--- src/design/nrfe_pkg.sv ---
package nrfe_pkg;

   typedef enum logic [6:0] {
      PH_IDLE    = 7'b0000001,
      PH_HUNT    = 7'b0000010,
      PH_COMMAS  = 7'b0000100,
      PH_STATUS  = 7'b0001000,
      PH_CAPTURE = 7'b0010000,
      PH_SKIP    = 7'b0100000,
      PH_DISCARD = 7'b1000000
   } phase_type;

   localparam logic       OP_BYTE  = 1'b0;
   localparam logic       OP_START = 1'b1;

   localparam logic [1:0] KIND_CHAR    = 2'd0;
   localparam logic [1:0] KIND_FIX     = 2'd1;
   localparam logic [1:0] KIND_TIMEOUT = 2'd2;

   localparam logic [1:0] MODE_STATUS = 2'd0;
   localparam logic [1:0] MODE_LAT    = 2'd1;
   localparam logic [1:0] MODE_LON    = 2'd2;
   localparam logic [1:0] MODE_TIME   = 2'd3;

   localparam logic       CSR_FIELD_MODE    = 1'b0;
   localparam logic       CSR_TIMEOUT_BYTES = 1'b1;

   localparam logic [15:0] TIMEOUT_RESET = 16'd3960;

   localparam logic [7:0] CH_C     = 8'h43;
   localparam logic [7:0] CH_COMMA = 8'h2C;
   localparam logic [7:0] CH_A     = 8'h41;

   localparam logic [4:0] LEN_LON     = 5'd13;
   localparam logic [4:0] LEN_OTHER   = 5'd12;
   localparam logic [3:0] TIME_END    = 4'd5;
   localparam logic [3:0] DATE_START  = 4'd6;
   localparam logic [2:0] DISCARD_LEN = 3'd7;

   typedef struct packed {
      logic       opcode;
      logic [7:0] rx_byte;
   } req_type;

   typedef struct packed {
      logic [1:0] out_kind;
      logic [7:0] out_char;
      logic [3:0] out_index;
      logic       last;
   } rsp_type;

   typedef struct packed {
      logic    valid;
      rsp_type data;
   } result_type;

   function automatic logic [3:0] comma_target(input logic [1:0] mode);
      logic [3:0] t;
      case (mode)
         MODE_STATUS: t = 4'd2;
         MODE_LAT:    t = 4'd3;
         MODE_LON:    t = 4'd5;
         default:     t = 4'd8;
      endcase
      return t;
   endfunction

endpackage

--- src/design/nrfe_core.sv ---
module nrfe_core (
   input  logic                clock,
   input  logic                reset,
   input  logic                in_accept,
   input  nrfe_pkg::req_type   req_data,
   input  logic                csr_we,
   input  logic                csr_index,
   input  logic [15:0]         csr_data,
   output nrfe_pkg::result_type result
);

   logic [1:0]  field_mode_ff;
   logic [15:0] timeout_ff;

   nrfe_pkg::phase_type phase_ff, phase_in;
   logic [3:0]  comma_ff, comma_in;
   logic [3:0]  char_ff, char_in;
   logic [15:0] miss_ff, miss_in;
   logic [2:0]  discard_ff, discard_in;

   logic [3:0]  comma_sum;
   logic [15:0] miss_sum;
   logic [15:0] limit;
   logic [4:0]  idx_next;
   logic [4:0]  len;
   logic [7:0]  b;
   logic        is_time;

   always_ff @(posedge clock) begin
      if (reset) begin
         field_mode_ff <= nrfe_pkg::MODE_STATUS;
         timeout_ff    <= nrfe_pkg::TIMEOUT_RESET;
      end else if (csr_we) begin
         case (csr_index)
            nrfe_pkg::CSR_FIELD_MODE:    field_mode_ff <= csr_data[1:0];
            nrfe_pkg::CSR_TIMEOUT_BYTES: timeout_ff    <= csr_data;
            default: ;
         endcase
      end
   end

   assign b         = req_data.rx_byte;
   assign is_time   = (field_mode_ff == nrfe_pkg::MODE_TIME);
   assign comma_sum = comma_ff + 4'd1;
   assign miss_sum  = miss_ff + 16'd1;
   // zero timeout behaves like one
   assign limit     = (timeout_ff == 16'd0) ? 16'd1 : timeout_ff;
   assign idx_next  = {1'b0, char_ff} + 5'd1;
   assign len       = (field_mode_ff == nrfe_pkg::MODE_LON) ? nrfe_pkg::LEN_LON
                                                            : nrfe_pkg::LEN_OTHER;

   always_comb begin
      phase_in   = phase_ff;
      comma_in   = comma_ff;
      char_in    = char_ff;
      miss_in    = miss_ff;
      discard_in = discard_ff;
      result     = '0;
      if (in_accept) begin
         if (req_data.opcode == nrfe_pkg::OP_START) begin
            phase_in   = nrfe_pkg::PH_HUNT;
            comma_in   = 4'd0;
            char_in    = 4'd0;
            miss_in    = 16'd0;
            discard_in = 3'd0;
         end else begin
            case (phase_ff)
               nrfe_pkg::PH_HUNT: begin
                  if (b == nrfe_pkg::CH_C) begin
                     comma_in = 4'd0;
                     char_in  = 4'd0;
                     phase_in = is_time ? nrfe_pkg::PH_SKIP : nrfe_pkg::PH_COMMAS;
                  end else begin
                     miss_in = miss_sum;
                     if (miss_sum >= limit) begin
                        if (is_time) begin
                           phase_in   = nrfe_pkg::PH_DISCARD;
                           discard_in = nrfe_pkg::DISCARD_LEN;
                        end else begin
                           phase_in = nrfe_pkg::PH_IDLE;
                        end
                        result.valid         = 1'b1;
                        result.data.out_kind = nrfe_pkg::KIND_TIMEOUT;
                        result.data.last     = 1'b1;
                     end
                  end
               end
               nrfe_pkg::PH_SKIP: begin
                  char_in  = 4'd0;
                  phase_in = nrfe_pkg::PH_CAPTURE;
               end
               nrfe_pkg::PH_COMMAS: begin
                  if (b == nrfe_pkg::CH_COMMA) begin
                     comma_in = comma_sum;
                     if (comma_sum >= nrfe_pkg::comma_target(field_mode_ff)) begin
                        comma_in = 4'd0;
                        if (field_mode_ff == nrfe_pkg::MODE_STATUS) begin
                           phase_in = nrfe_pkg::PH_STATUS;
                        end else begin
                           // time mode keeps its index for the date half
                           if (!is_time) char_in = 4'd0;
                           phase_in = nrfe_pkg::PH_CAPTURE;
                        end
                     end
                  end
               end
               nrfe_pkg::PH_STATUS: begin
                  if (b == nrfe_pkg::CH_A) begin
                     phase_in             = nrfe_pkg::PH_IDLE;
                     result.valid         = 1'b1;
                     result.data.out_kind = nrfe_pkg::KIND_FIX;
                     result.data.last     = 1'b1;
                  end else begin
                     phase_in = nrfe_pkg::PH_HUNT;
                  end
               end
               nrfe_pkg::PH_CAPTURE: begin
                  result.valid          = 1'b1;
                  result.data.out_kind  = nrfe_pkg::KIND_CHAR;
                  result.data.out_char  = b;
                  result.data.out_index = char_ff;
                  if (is_time && char_ff == nrfe_pkg::TIME_END) begin
                     char_in  = nrfe_pkg::DATE_START;
                     comma_in = 4'd0;
                     phase_in = nrfe_pkg::PH_COMMAS;
                  end else if (idx_next >= len) begin
                     result.data.last = 1'b1;
                     char_in          = 4'd0;
                     if (is_time) begin
                        phase_in   = nrfe_pkg::PH_DISCARD;
                        discard_in = nrfe_pkg::DISCARD_LEN;
                     end else begin
                        phase_in = nrfe_pkg::PH_IDLE;
                     end
                  end else begin
                     char_in = idx_next[3:0];
                  end
               end
               nrfe_pkg::PH_DISCARD: begin
                  if (discard_ff <= 3'd1) begin
                     discard_in = 3'd0;
                     phase_in   = nrfe_pkg::PH_IDLE;
                  end else begin
                     discard_in = discard_ff - 3'd1;
                  end
               end
               default: phase_in = nrfe_pkg::PH_IDLE;
            endcase
         end
      end
   end

   always_ff @(posedge clock) begin
      if (reset) begin
         phase_ff   <= nrfe_pkg::PH_IDLE;
         comma_ff   <= 4'd0;
         char_ff    <= 4'd0;
         miss_ff    <= 16'd0;
         discard_ff <= 3'd0;
      end else begin
         phase_ff   <= phase_in;
         comma_ff   <= comma_in;
         char_ff    <= char_in;
         miss_ff    <= miss_in;
         discard_ff <= discard_in;
      end
   end

endmodule

--- src/design/nrfe_out_reg.sv ---
module nrfe_out_reg (
   input  logic                 clock,
   input  logic                 reset,
   input  nrfe_pkg::result_type result,
   input  logic                 rsp_stall,
   output logic                 rsp_valid,
   output nrfe_pkg::rsp_type    rsp_data,
   output logic                 busy
);

   logic              valid_ff, valid_in;
   nrfe_pkg::rsp_type data_ff, data_in;

   // a held response blocks new requests only while it is stalled
   assign busy = valid_ff && rsp_stall;

   always_comb begin
      valid_in = valid_ff;
      data_in  = data_ff;
      if (result.valid) begin
         valid_in = 1'b1;
         data_in  = result.data;
      end else if (!rsp_stall) begin
         valid_in = 1'b0;
      end
   end

   always_ff @(posedge clock) begin
      if (reset) valid_ff <= 1'b0;
      else       valid_ff <= valid_in;
   end

   always_ff @(posedge clock) begin
      data_ff <= data_in;
   end

   assign rsp_valid = valid_ff;
   assign rsp_data  = data_ff;

endmodule

--- src/design/nmea_rmc_field_extractor_top.sv ---
// Channel   Direction  Handshake              Payload
// req       in         req_valid / req_stall  nrfe_pkg::req_type (opcode, rx_byte)
// rsp       out        rsp_valid / rsp_stall  nrfe_pkg::rsp_type (kind, char, index, last)
// csr       in         csr_we                 csr_index, csr_data
//
// One request per cycle while req_stall is low; its response, if any, is registered and shows in the next cycle.
// The sentence state machine updates in the cycle the request is taken.
// req_stall is high only while a response sits in the output register and rsp_stall is high.
// Synchronous active-high reset: state goes idle, field_mode 0, timeout_bytes 3960.
module nmea_rmc_field_extractor_top (
   input  logic              clock,
   input  logic              reset,
   input  logic              req_valid,
   output logic              req_stall,
   input  nrfe_pkg::req_type req_data,
   output logic              rsp_valid,
   input  logic              rsp_stall,
   output nrfe_pkg::rsp_type rsp_data,
   input  logic              csr_we,
   input  logic              csr_index,
   input  logic [15:0]       csr_data
);

   nrfe_pkg::result_type result;
   logic                 busy;
   logic                 in_accept;

   assign req_stall = busy;
   assign in_accept = req_valid && !busy;

   nrfe_core u_core (
      .clock     (clock),
      .reset     (reset),
      .in_accept (in_accept),
      .req_data  (req_data),
      .csr_we    (csr_we),
      .csr_index (csr_index),
      .csr_data  (csr_data),
      .result    (result)
   );

   nrfe_out_reg u_out (
      .clock     (clock),
      .reset     (reset),
      .result    (result),
      .rsp_stall (rsp_stall),
      .rsp_valid (rsp_valid),
      .rsp_data  (rsp_data),
      .busy      (busy)
   );

endmodule

--- config.mk ---
export PLATFORM = sky130hd
export DESIGN_NAME = nmea_rmc_field_extractor_top
export DESIGN_NICKNAME = d
export VERILOG_FILES = /design/src/design/nrfe_pkg.sv /design/src/design/nrfe_core.sv /design/src/design/nrfe_out_reg.sv /design/src/design/nmea_rmc_field_extractor_top.sv
export SDC_FILE = /design/constraint.sdc
export NUM_CORES = 1
export LEC_CHECK = 0
export BUFFER_PORTS_ARGS = -buffer_cell sky130_fd_sc_hd__buf_2
export CAP_MARGIN = 20
export CORE_UTILIZATION = 55
export CTS_BUF_LIST = sky130_fd_sc_hd__clkbuf_4
export CTS_CLUSTER_DIAMETER = 150
export DETAILED_ROUTE_END_ITERATION = 16
export GPL_ROUTABILITY_DRIVEN = 0
export PLACE_DENSITY = 0.81
export SETUP_SLACK_MARGIN = 0.05
export SLEW_MARGIN = 25
export SYNTH_ARGS = -nofsm -noshare
export SYNTH_HDL_FRONTEND = slang
export SYNTH_HIERARCHICAL = 1
export SYNTH_SLANG_ARGS = --single-unit
--- constraint.sdc ---
create_clock -name clock -period 4.38 [get_ports clock]
set_clock_uncertainty 0.05 [all_clocks]
set_input_delay 0 -clock clock [delete_from_list [all_inputs] [get_ports clock]]
set_output_delay 0 -clock clock [all_outputs]
set_load 0.01 [all_outputs]
==> impl_metrics.ini <==
[outcome]
status = finished, final reports clean

[clock_tree]
clock_latency_ns = 0.44
root_buffer = clkbuf_4
path_clk_slew_ns = 0.12
cts_max_level = 3
cts_resized = 0
clockBufferDepth = 2
cts_buffers = 9
clkSinkCount = 68
cts_tree = yes

[routing]
antenna_left = 0
route.detailed.drc = 0
routed_wl_um = 10000
drtIter0Drc = 319
via_per_inst = 5.78
drtPass1Iterations = 5
vias = 3817
post_drt_wl_per_cell_um = 15.2

[timing]
tns_ns = 0
holdWs_ns = 0.132
rsz0062_at_grt = no
worstMarginPinSlew_ns = 0.968
period_needed_ns = 3.83
slew_headroom_pct = 35.5
finalHoldViolCount = 0
fmax_mhz = 261
fin_crit_sh_pct = 87.5
drv_slew = 0
setup_viol = 0

[logic_synthesis]
async_flop_share_pct = 0
synth_edf_count = 15
synth_cell_types = 72
synthTopCellsByArea = dfxtp_1, edfxtp_1, ha_1, nand2_1, nor2_1
ys_seq_elements = 68
yosysMostFrequentCell = dfxtp_1
synthesis.nets = 547
synth_top_area_share_pct = 25.0
yosysWarnings = 6
yosysTopAreaCell = dfxtp_1
avgSynthCellArea_um2 = 8.75
ys_seq_area_share_pct = 35.6
netlist_area_um2 = 4240
syn_inst = 485
synth_ff_type = dfxtp_1
synth_common_cells = dfxtp_1, nand2_1, nor2_1

[global_routing]
grt_pass1_vias = 3619
grt_max_degree = 60
antenna_found_initial = 0
grt_pass1_wl_um = 16600
track_usage_pct = 25.2
grt-ovfl-total = 0

[place]
dp.cells = 616
port_buffers = 47
dp_hpwl_um = 6830

[die]
die_area_um2 = 8070
die_h_um = 89.8
chipWidth_um = 89.8
rows = 31
core_um2 = 7370
initial_core_util_pct = 57.6
io_pins = 48

[setup_path]
critical_path_arrival_ns = 3.97
critPathBufInv = 1
cp_slowest_cell = nor3_1
r2r_start = u_core/miss_ff[0]
cp_top_family = simple AND/OR/NAND/NOR gates
worstSetupEndpointType = flip-flop
cp-startpoint = u_core/miss_ff[0]
crit_required_ns = 4.52
startpoint_type = flip-flop
critPathMaxStageDelay_ns = 0.53
cp_max_fo = 14
critical_path_class = reg2reg
worstPathCellList = ha_1, nand3_1, nor3_1, and3_1, xor2_1, ha_1, nand4_1, o221ai_1, a31oi_1, nand3_1, a21boi_0, a21oi_1, buf_4

[hold_path]
worstHoldStart = req_valid
hold_class = in2reg

[flow_run]
cap_violations = 0

[pwr]
peakVddDrop_uv = 146
p_per_area_nw_per_um2 = 248
power_leakage_uw = 0.00209

[finish]
nets = 618
drive_above_1_share_pct = 16.0
instances_no_fill = 660
antenna_cells = 0
area_growth_pct = 16.8
n_fill_cell = 576
==> cells in the final DEF (no fill, tap or decap), drive strengths merged, types with 3 or more instances in the layout <==
cell	Yosys	final
nor4	7	7
dlygate4sd3	0	28
nor4b	4	4
mux2i	13	13
nand4b	3	3
o21a	6	6
ha	31	31
edfxtp	15	15
clkbuf	11	9
o21ai	16	16
or4	3	3
o211ai	4	4
or3	8	8
nand4	7	7
and3	8	8
nor2	49	49
and2	15	15
and4	3	3
nor3	6	6
a31oi	5	5
a21oi	34	34
nand3	10	10
nor2b	6	6
clkinv	0	3
nand2	51	51
nand2b	10	10
buf	5	48
xnor2	8	8
xor2	11	11
nand3b	17	17
a211o	3	3
dfxtp	53	53
inv	28	30
a22oi	6	6
==> metrics by stage <==
stage                     worst slack [ns]  area, um2  power (uW)  util, %
after floorplan                      0.655       4240         753        -
after global placement               0.816       4530         786     61.5
after detailed placement             0.633       4530         790     61.5
after CTS                            0.603       4950        1220     67.2
after global routing                 0.229       4960        1280     67.3
final                                0.548       4960        1230     67.3
==> layer usage <==
| metal | track usage (%) | wire length (um) |
|---|---|---|
| met1 | 32.9 | 4660 |
| met2 | 41.6 | 4690 |
| met3 | 4.65 | 531 |
| met4 | 8.88 | 150 |
| met5 | 0 | 0 |
==> sequential cells by signal, summed over array words and instances, names as in the netlist <==
signal and count:
u_core/discard_ff 3, u_core/char_ff 4, u_core/phase_ff 7, u_out/rsp_data 15, u_core/field_mode_ff 2, u_out/rsp_valid 1
u_core/comma_ff 4, u_core/timeout_ff 16, u_core/miss_ff 16
==> final timing paths <==
check                                to  slack [ns]  cells after the start
hold reg to reg   u_core/timeout_ff[14]        0.43                      2
setup / recovery      u_out/rsp_data[2]        0.55                     13
setup reg to reg      u_out/rsp_data[2]        0.55                     13
hold / removal       u_out/rsp_data[13]        0.13                      4
==> cell type report <==
| cell class | count | area (um2) | share of cell area [%] |
|---|---|---|---|
| repair buffers | 76 | 523 | 10.6 |
| multi-input cells | 373 | 2550 | 51.5 |
| inverters | 28 | 105 | 2.12 |
| clock buffers | 9 | 67.6 | 1.36 |
| well taps | 99 | 124 | 2.50 |
| clock inverters | 7 | 72.6 | 1.46 |
| flip-flops and latches | 68 | 1510 | 30.5 |
==> kinds of logic after synthesis <==
family / after synthesis / synth area share [%]
and+or+nand+nor: 218 / 29.9
AOI/OAI and AO/OA: 92 / 14.1
DFF: 68 / 35.6
buffers and inverters: 44 / 4.30
adders and majority gates: 31 / 9.14
xor gates and xnor gates: 19 / 3.92
muxes: 13 / 3.07
==> worst min-delay path, delay by kind of cell <==
kind / cells / cell delay [ns]
buffers and inverters: 1 / 0.09
AND/OR/NAND/NOR: 3 / 0.36
==> report_power, final <==
group | internal, uW | total, uW | switching (uW)
logic | 66.5 | 138 | 71.1
registers | 650 | 662 | 12.8
clock network | 176 | 429 | 253
==> repair_timing <==
action / 4_1_cts / 5_1_grt
hold endpoints to repair: 28 / 0
hold buffers: 28 / 0
setup buffers: 0 / 0
(Power assumes the default switching activity.)
